[src/design/dq_pkg.sv]
// Shared types and constants for the bounded double-ended queue.
// No dependencies; dq_ctrl, dq_dp and bounded_deque_with_search import this package.
package dq_pkg;

   localparam int DEPTH     = 64;
   localparam int WORD_BITS = 32;
   localparam int IDX_BITS  = $clog2(DEPTH);
   localparam int CNT_BITS  = 7;
   localparam int SUM_BITS  = CNT_BITS + 1;

   localparam logic [2:0] CMD_PUSH_FRONT = 3'd0;
   localparam logic [2:0] CMD_PUSH_BACK  = 3'd1;
   localparam logic [2:0] CMD_POP_FRONT  = 3'd2;
   localparam logic [2:0] CMD_POP_BACK   = 3'd3;
   localparam logic [2:0] CMD_SEARCH     = 3'd4;

   localparam logic STATUS_OK   = 1'b0;
   localparam logic STATUS_FULL = 1'b1;

   typedef struct packed {
      logic [2:0]          cmd;
      logic signed [31:0]  value;
      logic [6:0]          count;
   } req_type;

   typedef struct packed {
      logic       found;
      logic [6:0] removed;
      logic [6:0] occupancy;
      logic       status;
   } rsp_type;

   // Controller to datapath
   typedef struct packed {
      logic exec;         // perform a push, pop or no-op directly and respond
      logic scan_load;    // start a search walk
      logic scan_run;     // walk in progress
      logic scan_finish;  // capture the search response
   } dp_cmd_type;

   // Datapath to controller
   typedef struct packed {
      logic empty;
      logic scan_done;
   } dp_stat_type;

   typedef enum logic [1:0] {
      ST_IDLE = 2'b01,
      ST_SCAN = 2'b10
   } state_type;

endpackage

[src/design/dq_ram.sv]
// Generic single-write, single-read RAM with a registered read port.
// No dependencies.
module dq_ram #(
   parameter int WIDTH = 32,
   parameter int DEPTH = 64
) (
   input  logic                     clock,
   input  logic                     wr_en,
   input  logic [$clog2(DEPTH)-1:0] wr_addr,
   input  logic [WIDTH-1:0]         wr_data,
   input  logic                     rd_en,
   input  logic [$clog2(DEPTH)-1:0] rd_addr,
   output logic [WIDTH-1:0]         rd_data
);

   logic [WIDTH-1:0] mem_ff [DEPTH];
   logic [WIDTH-1:0] rd_data_ff;

   always_ff @(posedge clock) begin
      if (wr_en) begin
         mem_ff[wr_addr] <= wr_data;
      end
      if (rd_en) begin
         rd_data_ff <= mem_ff[rd_addr];
      end
   end

   assign rd_data = rd_data_ff;

endmodule

[src/design/dq_ctrl.sv]
// Controller for the queue: accepts commands and sequences the search walk.
// Depends on dq_pkg.
module dq_ctrl
   import dq_pkg::*;
(
   input  logic        clock,
   input  logic        reset,
   input  logic        start,
   input  logic [2:0]  req_cmd,
   input  dp_stat_type dp_stat,
   output dp_cmd_type  dp_cmd,
   output logic        busy
);

   state_type state_ff, state_in;

   always_comb begin
      state_in = state_ff;
      dp_cmd   = '0;
      case (state_ff)
         ST_IDLE: begin
            if (start) begin
               if (req_cmd == CMD_SEARCH && !dp_stat.empty) begin
                  dp_cmd.scan_load = 1'b1;
                  state_in         = ST_SCAN;
               end else begin
                  dp_cmd.exec = 1'b1;
               end
            end
         end
         ST_SCAN: begin
            dp_cmd.scan_run = 1'b1;
            if (dp_stat.scan_done) begin
               dp_cmd.scan_finish = 1'b1;
               state_in           = ST_IDLE;
            end
         end
         default: begin
            state_in = ST_IDLE;
         end
      endcase
   end

   always_ff @(posedge clock) begin
      if (reset) begin
         state_ff <= ST_IDLE;
      end else begin
         state_ff <= state_in;
      end
   end

   assign busy = (state_ff != ST_IDLE);

endmodule

[src/design/dq_dp.sv]
// Datapath: ring indices, fill level, entry RAM, search walk and response register.
// Depends on dq_pkg and dq_ram.
module dq_dp
   import dq_pkg::*;
(
   input  logic        clock,
   input  logic        reset,
   input  dp_cmd_type  dp_cmd,
   input  req_type     req_item,
   output dp_stat_type dp_stat,
   output rsp_type     rsp_item,
   output logic        rsp_valid
);

   logic [IDX_BITS-1:0]  front_ff, front_in;
   logic [IDX_BITS-1:0]  back_ff, back_in;
   logic [CNT_BITS-1:0]  fill_ff, fill_in;
   logic [IDX_BITS-1:0]  scan_ptr_ff, scan_ptr_in;
   logic [CNT_BITS-1:0]  scan_left_ff, scan_left_in;
   logic                 cmp_valid_ff, cmp_valid_in;
   logic [WORD_BITS-1:0] key_ff, key_in;
   rsp_type              rsp_ff, rsp_in;
   logic                 rsp_valid_ff, rsp_valid_in;

   logic [WORD_BITS-1:0] word;
   logic [WORD_BITS-1:0] rd_data;
   logic [IDX_BITS-1:0]  front_prev, back_next, scan_next;
   logic [CNT_BITS-1:0]  clamped;
   logic [SUM_BITS-1:0]  front_sum, back_diff;
   logic                 full, is_push, scan_rd, hit;
   logic                 wr_en;
   logic [IDX_BITS-1:0]  wr_addr;

   assign word    = req_item.value[WORD_BITS-1:0];
   assign full    = (fill_ff == CNT_BITS'(DEPTH));
   assign is_push = req_item.cmd inside {CMD_PUSH_FRONT, CMD_PUSH_BACK};

   assign front_prev = (front_ff == '0) ? IDX_BITS'(DEPTH - 1) : front_ff - 1'b1;
   assign back_next  = (back_ff == IDX_BITS'(DEPTH - 1)) ? '0 : back_ff + 1'b1;
   assign scan_next  = (scan_ptr_ff == IDX_BITS'(DEPTH - 1)) ? '0 : scan_ptr_ff + 1'b1;

   assign clamped = (req_item.count < fill_ff) ? req_item.count : fill_ff;

   // Removal never exceeds the depth, so one conditional subtract wraps the ring.
   always_comb begin
      front_sum = SUM_BITS'(front_ff) + SUM_BITS'(clamped);
      if (front_sum >= SUM_BITS'(DEPTH)) begin
         front_sum = front_sum - SUM_BITS'(DEPTH);
      end
      back_diff = SUM_BITS'(back_ff) + SUM_BITS'(DEPTH) - SUM_BITS'(clamped);
      if (back_diff >= SUM_BITS'(DEPTH)) begin
         back_diff = back_diff - SUM_BITS'(DEPTH);
      end
   end

   assign wr_en   = dp_cmd.exec && is_push && !full;
   assign wr_addr = (req_item.cmd == CMD_PUSH_FRONT) ? front_prev : back_ff;

   assign scan_rd = dp_cmd.scan_run && (scan_left_ff != '0);
   assign hit     = cmp_valid_ff && (rd_data == key_ff);

   assign dp_stat.empty     = (fill_ff == '0);
   assign dp_stat.scan_done = hit || (cmp_valid_ff && scan_left_ff == '0);

   dq_ram #(
      .WIDTH (WORD_BITS),
      .DEPTH (DEPTH)
   ) u_ram (
      .clock   (clock),
      .wr_en   (wr_en),
      .wr_addr (wr_addr),
      .wr_data (word),
      .rd_en   (scan_rd),
      .rd_addr (scan_ptr_ff),
      .rd_data (rd_data)
   );

   always_comb begin
      front_in     = front_ff;
      back_in      = back_ff;
      fill_in      = fill_ff;
      scan_ptr_in  = scan_ptr_ff;
      scan_left_in = scan_left_ff;
      cmp_valid_in = 1'b0;
      key_in       = key_ff;
      rsp_in       = rsp_ff;
      rsp_valid_in = 1'b0;

      if (dp_cmd.exec) begin
         rsp_valid_in     = 1'b1;
         rsp_in           = '0;
         rsp_in.status    = STATUS_OK;
         case (req_item.cmd)
            CMD_PUSH_FRONT: begin
               if (full) begin
                  rsp_in.status = STATUS_FULL;
               end else begin
                  front_in = front_prev;
                  fill_in  = fill_ff + 1'b1;
               end
            end
            CMD_PUSH_BACK: begin
               if (full) begin
                  rsp_in.status = STATUS_FULL;
               end else begin
                  back_in = back_next;
                  fill_in = fill_ff + 1'b1;
               end
            end
            CMD_POP_FRONT: begin
               front_in       = front_sum[IDX_BITS-1:0];
               fill_in        = fill_ff - clamped;
               rsp_in.removed = clamped;
            end
            CMD_POP_BACK: begin
               back_in        = back_diff[IDX_BITS-1:0];
               fill_in        = fill_ff - clamped;
               rsp_in.removed = clamped;
            end
            default: begin
               // search on an empty store and undefined codes change nothing
            end
         endcase
         rsp_in.occupancy = fill_in;
      end

      if (dp_cmd.scan_load) begin
         scan_ptr_in  = front_ff;
         scan_left_in = fill_ff;
         key_in       = word;
      end

      // Issue one read per cycle; compare the registered read data in the next cycle.
      if (scan_rd) begin
         scan_ptr_in  = scan_next;
         scan_left_in = scan_left_ff - 1'b1;
         cmp_valid_in = 1'b1;
      end

      if (dp_cmd.scan_finish) begin
         rsp_valid_in     = 1'b1;
         rsp_in           = '0;
         rsp_in.found     = hit;
         rsp_in.occupancy = fill_ff;
         rsp_in.status    = STATUS_OK;
         cmp_valid_in     = 1'b0;
      end
   end

   always_ff @(posedge clock) begin
      if (reset) begin
         front_ff     <= '0;
         back_ff      <= '0;
         fill_ff      <= '0;
         cmp_valid_ff <= 1'b0;
         rsp_valid_ff <= 1'b0;
      end else begin
         front_ff     <= front_in;
         back_ff      <= back_in;
         fill_ff      <= fill_in;
         cmp_valid_ff <= cmp_valid_in;
         rsp_valid_ff <= rsp_valid_in;
      end
   end

   always_ff @(posedge clock) begin
      scan_ptr_ff  <= scan_ptr_in;
      scan_left_ff <= scan_left_in;
      key_ff       <= key_in;
      rsp_ff       <= rsp_in;
   end

   assign rsp_item  = rsp_ff;
   assign rsp_valid = rsp_valid_ff;

endmodule

[src/design/bounded_deque_with_search.sv]
// Bounded double-ended queue of signed words with a linear search.
// Usage:
//   Command channel: drive req_item and raise start; the command transfers at
//   a rising edge where start is high and busy is low. cmd selects push front,
//   push back, pop front, pop back (count entries, clamped to occupancy) or
//   search for value.
//   Response channel: every command yields exactly one response, shown on
//   rsp_item for one cycle while rsp_valid is high. The receiver cannot stall;
//   the response must be taken in that cycle.
//   Latency: pushes, pops, undefined codes and a search of an empty queue
//   respond in the cycle after the transfer, and busy stays low, so one such
//   command can transfer every cycle.
//   A search walks the entry RAM from the front, one entry per cycle through
//   its single registered read port. It holds busy high until it responds,
//   after comparing entries up to the first match or up to the occupancy
//   (at most 64) when there is none; the next command can transfer in the
//   cycle the response is shown.
//   Reset (synchronous, active high) empties the queue; stored words are
//   left as they are and are never read before being written again.
//   A push into a full queue drops the word and reports status full.
// Depends on dq_pkg, dq_ctrl, dq_dp, dq_ram.
module bounded_deque_with_search
   import dq_pkg::*;
(
   input  logic    clock,
   input  logic    reset,
   input  logic    start,
   output logic    busy,
   input  req_type req_item,
   output logic    rsp_valid,
   output rsp_type rsp_item
);

   dp_cmd_type  dp_cmd;
   dp_stat_type dp_stat;

   dq_ctrl u_ctrl (
      .clock   (clock),
      .reset   (reset),
      .start   (start),
      .req_cmd (req_item.cmd),
      .dp_stat (dp_stat),
      .dp_cmd  (dp_cmd),
      .busy    (busy)
   );

   dq_dp u_dp (
      .clock     (clock),
      .reset     (reset),
      .dp_cmd    (dp_cmd),
      .req_item  (req_item),
      .dp_stat   (dp_stat),
      .rsp_item  (rsp_item),
      .rsp_valid (rsp_valid)
   );

   a_single_cycle_resp: assert property (@(posedge clock) disable iff (reset)
      (start && !busy && req_item.cmd != CMD_SEARCH) |=> rsp_valid)
      else $error("single-cycle command produced no response");

   a_occupancy_bound: assert property (@(posedge clock) disable iff (reset)
      rsp_valid |-> (rsp_item.occupancy <= CNT_BITS'(DEPTH)))
      else $error("occupancy beyond depth");

   a_full_drop_clean: assert property (@(posedge clock) disable iff (reset)
      (rsp_valid && rsp_item.status == STATUS_FULL) |->
         (rsp_item.removed == '0 && !rsp_item.found
          && rsp_item.occupancy == CNT_BITS'(DEPTH)))
      else $error("dropped push reported with inconsistent fields");

   a_scan_busy: assert property (@(posedge clock) disable iff (reset)
      dp_cmd.scan_load |=> (busy && !rsp_valid))
      else $error("search walk did not hold busy");

endmodule
[config.mk]
export PLATFORM = sky130hd
export DESIGN_NAME = bounded_deque_with_search
export DESIGN_NICKNAME = d
export VERILOG_FILES = /design/src/design/dq_pkg.sv /design/src/design/dq_ram.sv /design/src/design/dq_ctrl.sv /design/src/design/dq_dp.sv /design/src/design/bounded_deque_with_search.sv
export SDC_FILE = /design/constraint.sdc
export NUM_CORES = 2
export LEC_CHECK = 0
export BUFFER_PORTS_ARGS = -buffer_cell sky130_fd_sc_hd__buf_2
export CELL_PAD_IN_SITES_DETAIL_PLACEMENT = 1
export CELL_PAD_IN_SITES_GLOBAL_PLACEMENT = 2
export CORE_UTILIZATION = 30
export DETAILED_ROUTE_END_ITERATION = 8
export GPL_ROUTABILITY_DRIVEN = 0
export PLACE_DENSITY = 0.59
export SYNTH_ARGS = -nofsm -noshare
export SYNTH_HDL_FRONTEND = slang
export SYNTH_HIERARCHICAL = 1
export SYNTH_SLANG_ARGS = --single-unit
[constraint.sdc]
create_clock -name clock -period 15.5 [get_ports clock]
set_input_delay 3.1 -clock clock [delete_from_list [all_inputs] [get_ports clock]]
set_output_delay 3.1 -clock clock [all_outputs]
set_load 0.05 [all_outputs]
# == Word-level counts from Yosys, hierarchy flattened ==
# Memories as Yosys holds them, arrays and structs flattened. A register that Yosys moved wholly into a read port is not among the register bits.
# Index checks and enable logic that the tools add are counted.
# totals
reg_bits,84
inputBits,45
output_inout_bits,18
n_memories,1
ram_bits,2048
# classes
addsub,11
n_lt_le_gt_ge,3
n_mux,37
n_eq_ne,16
n_reduce_logical,25
# mem_list
memory,depth,width,rd,rd_ports_with_merged_regs,write_ports,line,source
u_dp.u_ram.mem_ff,64,32,1,1,1,dq_ram.sv:16,logic [WIDTH-1:0] mem_ff [DEPTH];
# ops
cell,count
$mux 6,10
$mux 7,5
$eq 32x32->1,1
$mux 16,2
$pmux 6 s2,2
$sub 6x1->6 const B,3
$ge 8x7->1 const B,2
$logic_not 7->1,2
$pmux 7 s2,1
$add 6x1->6 const B,2
$eq 6x6->1 const B,2
$mux 2,6
$mux 1,10
$reduce_bool 2->1,5
$reduce_and 3->1,3
$add 6x7->8,1
$add 6x7->8 const B,1
$ne 2x2->1 const B,4
$sub 8x7->8,1
$add 7x1->7 const B,1
$eq 7x7->1 const B,1
$lt 7x7->1,1
$reduce_bool 7->1,1
$sub 7x1->7 const B,1
other kinds (14),24

# == Depth between registers and ports, before layout ==
# logic_depth
word_depth,10
depth_mapped,18
mapped_depth_nobuf,17

# == By module ==
# Netlist, hierarchy kept.
# by_module_without_submodules
mod,seq_area_each_um2,area_per_inst_um2,instances,cells_each
dq_ram,62459.9,78835.6,1,3324
dq_dp,2172.1,4909.7,1,512
dq_ctrl,40.0,131.4,1,12

# == Worst setup path after synthesis ==
# No wires, ideal clock.
# synth_timing
path_type,input-to-reg
startpoint,in req_item[41] (netlist bit)
endpoint,mem u_dp.u_ram.mem_ff[49][0] (enable)
arrival_time_ps,6577
stages,6
path_slack_ps,8462
path_cell_list,clkbuf_1 -> nor3_2 -> mux2_2 -> clkbuf_1 -> nand4_1 -> nor3_1
# synth_via
word_cells_on_any_way,13
classes_between,eq/ne (2); mux (6); reduce/logical (5)
# synth_lines
item,line,source
start: declaration,bounded_deque_with_search.sv:29,"input req_type req_item,"
$logic_not 3->1,dq_dp.sv:57,assign wr_addr = (req_item.cmd == CMD_PUSH_FRONT) ? front_prev : back_ff;
$mux 6,dq_dp.sv:57,
via u_dp.wr_addr[5],dq_dp.sv:32,logic [IDX_BITS-1:0] wr_addr;
end: declaration,dq_ram.sv:16,
# The timed path passes the listed nets, and every way through them passes these cells.

# == Worst setup path in the final report ==
# layout_timing
startpoint,in req_item[41] (netlist bit)
endpoint,mem u_dp.u_ram.mem_ff[44][16] (enable)
# Same word-level chain as after synthesis.

==> parameters.txt <==
Parameter                              Value

Status
  Status    completed

STA
  Total of endpoints with negative setup slack in the final report    0
  Setup slack after layout    8.59 ns
  Highest achievable clock rate    0.145 GHz
  Min Tclk post-route    6.91 ns
  Sum of negative setup slack    0 ns
  Slew at the pin closest to its max-slew limit    1.23 ns
  Count of final max-slew check failures    0
  Final Hold Viols    0
  Relative max-transition margin    18.1%
  Final cycle utilization of the critical path    44.6%
  Unrepaired setup endpoints after global routing    false
  Final setup skew    0.0587 ns

Detailed routing
  DRC violation count after routing    0
  Wirelength per Cell    30.2 um
  First-iteration detailed-routing DRC count    4003
  Final wirelength    240000 um
  Via-per-instance ratio    5.08
  Vias after detailed routing    40400
  First-pass detailed-route iteration total    7
  Remaining antenna violation count    0

Synth
  Fraction of the yosys area taken by sequential cells    77.1%
  Synthesized netlist cell count    3848
  Count of different cell masters after synthesis    67
  Mapped Nets    3926
  Count of warnings emitted by yosys    6
  Top_reg_cell synth    sky130_fd_sc_hd__edfxtp_1
  Synth Cell Area    83900 um2
  Share of synthesized registers carrying an async set or reset    0%
  Count of state elements after synthesis    2164
  EDFF count, synth    2133
  Syn Area/Cell    21.8 um2

CTS
  # hold bufs at CTS    0
  Clk sink count    2164
  CTS clock-pin slew for the worst setup and hold paths    0.06 ns
  Maximum buffer depth of the clock tree    4
  Number of buffers inserted to repair setup after CTS    0
  Clock buffers created by TritonCTS    231
  Skew-Pair Late Insertion Delay    0.91 ns
  Master cell of the clock root buffer    sky130_fd_sc_hd__clkbuf_16
  Clock H-tree levels    4
  Post-CTS resize count    0
  Clock tree from TritonCTS    done

Critical path
  Critical path's largest stage delay    1.21 ns
  Type of the setup path with the least slack    in -> reg
  WP depth    7
  Kind of start point of the critical path    input port
  Sort of element at the end of the critical path    flip-flop
  Register-to-Register Path Depth    10
  Reg2Reg Launch Point    u_dp/fill_ff[2]
  Combined buffer and inverter count along the critical path    1
  Required time of the critical path    15.96 ns
  Series of cell instances along the critical path    buf_2 > nor3_2 > nor2_1 > a31oi_1 > nor2b_1 > nand2_1 > nor2_4
  Cell with the biggest individual delay on the critical path    sky130_fd_sc_hd__nor2_4
  Setup slack, reg-to-reg    10.13 ns
  Worst reg2reg endpoint    u_dp/u_ram/mem_ff[44][16]
  Top Family by Delay on Critical Path    simple AND/OR/NAND/NOR gates
  Worst-path maximum fanout    32
  Arrival time of data at the critical path endpoint    7.38 ns
  Crit. Startpoint    req_item[41]
  Worst setup path endpoint    u_dp/u_ram/mem_ff[44][16]

Place
  Total cell area at the placement stage    89300 um2
  Cells after DPL    7526
  Count of buffers from port buffering    62
  Post-Place Worst Slack    7.85 ns
  Detailed-placement wirelength estimate    140000 um

Global route
  Pin count of the biggest net entering global routing    115
  Aggregate global routing overflow    0
  Wire length of the first global-routing pass    334000 um
  Global-route total usage across every layer    16.9%
  Vias in the first global route    41400
  Number of antenna violations at the first check in global routing    26

Layout
  Finished layout cell area    96700 um2
  Share of post-route cells with drive strength above 1    26.4%
  Number of nets in the final layout    4132
  Final std cells w/o fill    7954
  Synth-to-Final Area Change    15.3%
  Most used cells in the layout excluding fill and tap cells    sky130_fd_sc_hd__edfxtp_1 (2133), sky130_fd_sc_hd__mux4_2 (544), sky130_fd_sc_hd__clkbuf_16 (233), sky130_fd_sc_hd__nor2_1 (121), sky130_fd_sc_hd__buf_4 (114)
  Most common library cell in the layout ignoring fill and taps    sky130_fd_sc_hd__edfxtp_1

Power and ir drop
  Total Power Consumption    0.0123 W
  IR drop worst, VDD    95.4 uV
  Ratio of total power to cell area    128 nW/um2
  Static Leak    29.6 nW

Floorplan
  Area enclosed by the die boundary    282000 um2
  Initial cell density of the core    30.3%
  Placeable Area    277000 um2
  Number of top-level design ports    63
  Cell row count    193
  Die outline height    531 um
  Floorplan die width    531 um

Min path
  Hold Crit Class    reg -> reg

Flow run
  Max-cap violation count    0
-- metal layers --
layer,vias up,global-route usage [%],part of all wire [%]
met4,4,4.07,2.2
met3,258,2.82,6.0
met1,22400,23.8,44
li1,16600,-,-
met2,1139,27.3,48
met5,-,0,0.0087
-- worst min-delay path: cells and delay by family (launching register included) --
family / cells / cell delay, ns
AOI/OAI and AO/OA: 1 / 0.05
DFF: 1 / 0.32
and+or+nand+nor: 1 / 0.05
-- Yosys cell counts, types with 3 or more instances --
| master | count | area [um2] |
|---|---|---|
| sky130_fd_sc_hd__mux4_2 | 544 | 12300 |
| sky130_fd_sc_hd__buf_6 | 7 | 78.8 |
| sky130_fd_sc_hd__a31oi_1 | 4 | 25.0 |
| sky130_fd_sc_hd__a21oi_1 | 99 | 495 |
| sky130_fd_sc_hd__clkbuf_1 | 83 | 312 |
| sky130_fd_sc_hd__nor4_1 | 4 | 25.0 |
| sky130_fd_sc_hd__nor2b_1 | 24 | 150 |
| sky130_fd_sc_hd__and2_1 | 4 | 25.0 |
| sky130_fd_sc_hd__or3_1 | 6 | 37.5 |
| sky130_fd_sc_hd__fa_1 | 3 | 60.1 |
| sky130_fd_sc_hd__dfxtp_1 | 31 | 621 |
| sky130_fd_sc_hd__a22oi_1 | 15 | 113 |
| sky130_fd_sc_hd__and3_1 | 8 | 50.1 |
| sky130_fd_sc_hd__nand4_1 | 10 | 62.6 |
| sky130_fd_sc_hd__a311oi_1 | 9 | 78.8 |
| sky130_fd_sc_hd__edfxtp_1 | 2133 | 64100 |
| sky130_fd_sc_hd__nand2_1 | 81 | 304 |
| sky130_fd_sc_hd__a211oi_1 | 6 | 45.0 |
| sky130_fd_sc_hd__nand2b_1 | 13 | 81.3 |
| sky130_fd_sc_hd__buf_2 | 62 | 310 |
| sky130_fd_sc_hd__xor2_1 | 14 | 123 |
| sky130_fd_sc_hd__nand3b_1 | 6 | 45.0 |
| sky130_fd_sc_hd__a41o_1 | 4 | 40.0 |
| sky130_fd_sc_hd__buf_1 | 21 | 78.8 |
| sky130_fd_sc_hd__nor3_1 | 19 | 95.1 |
| sky130_fd_sc_hd__o22ai_1 | 87 | 544 |
| sky130_fd_sc_hd__o21a_1 | 3 | 22.5 |
| sky130_fd_sc_hd__nand3_1 | 16 | 80.1 |
| sky130_fd_sc_hd__xnor2_1 | 41 | 359 |
| sky130_fd_sc_hd__nor2_1 | 184 | 691 |
| sky130_fd_sc_hd__a21o_1 | 6 | 45.0 |
| sky130_fd_sc_hd__a22o_1 | 3 | 26.3 |
| sky130_fd_sc_hd__o21ai_0 | 44 | 220 |
| sky130_fd_sc_hd__o221ai_1 | 29 | 254 |
| sky130_fd_sc_hd__o32ai_1 | 5 | 43.8 |
| sky130_fd_sc_hd__ha_1 | 30 | 375 |
| sky130_fd_sc_hd__buf_4 | 26 | 195 |
| sky130_fd_sc_hd__mux2i_1 | 98 | 981 |
| sky130_fd_sc_hd__inv_1 | 27 | 101 |
| sky130_fd_sc_hd__or3b_2 | 3 | 26.3 |
-- registers in the layout (all words and copies together), names as in the netlist --
signal / count
u_ctrl/state_ff: 2
u_dp/back_ff: 6
u_dp/cmp_valid_ff: 1
u_dp/fill_ff: 7
u_dp/front_ff: 6
u_dp/key_ff: 32
u_dp/rsp_item: 16
u_dp/rsp_valid: 1
u_dp/scan_left_ff: 7
u_dp/scan_ptr_ff: 6
u_dp/u_ram/mem_ff: 2048
u_dp/u_ram/rd_data: 32
-- power breakdown --
group | switching [W] | internal [W]
registers | 0.0000119 | 0.00644
logic | 0.000332 | 0.000121
clock network | 0.00232 | 0.00312
total | 0.00266 | 0.00968
-- kinds of logic after synthesis --
logic type,count (synthesis),synth area share (%)
xor+xnor,55,0.574
fa+ha+maj,33,0.519
flops,2164,77.1
compound gates,328,2.48
mux,645,15.8
simple gates,396,2.20
buf+inv,227,1.29
-- worst min path at each step --
stage,startpoint,to,cells after the start
after floorplan,u_dp/front_ff[4],u_dp/front_ff[4],2
after global routing,u_dp/rsp_item[8],u_dp/rsp_item[8],1
final,u_dp/rsp_item[10],u_dp/rsp_item[10],2
after detailed placement,u_dp/rsp_item[11],u_dp/rsp_item[11],2
after global placement,u_dp/rsp_item[14],u_dp/rsp_item[14],2
after CTS,u_dp/rsp_item[11],u_dp/rsp_item[11],2
-- through the flow --
step	hold slack (ns)	utilization, %
after global placement	0.435	32.2
after CTS	0.468	34.9
after global routing	0.491	34.9
final	0.455	34.9
after floorplan	0.484	-
after detailed placement	0.453	32.2
-- area by class of cell --
cell class	instances	area [um2]
fillers	27100	181000
flip-flops and latches	2164	64700
clock buffers	281	6010
inverters	28	105
multi-input cells	1457	18600
repair buffers	172	1250
clock inverters	137	1360
well taps	3705	4640
diodes	10	25.0
Power figures use the tool's default switching activity.
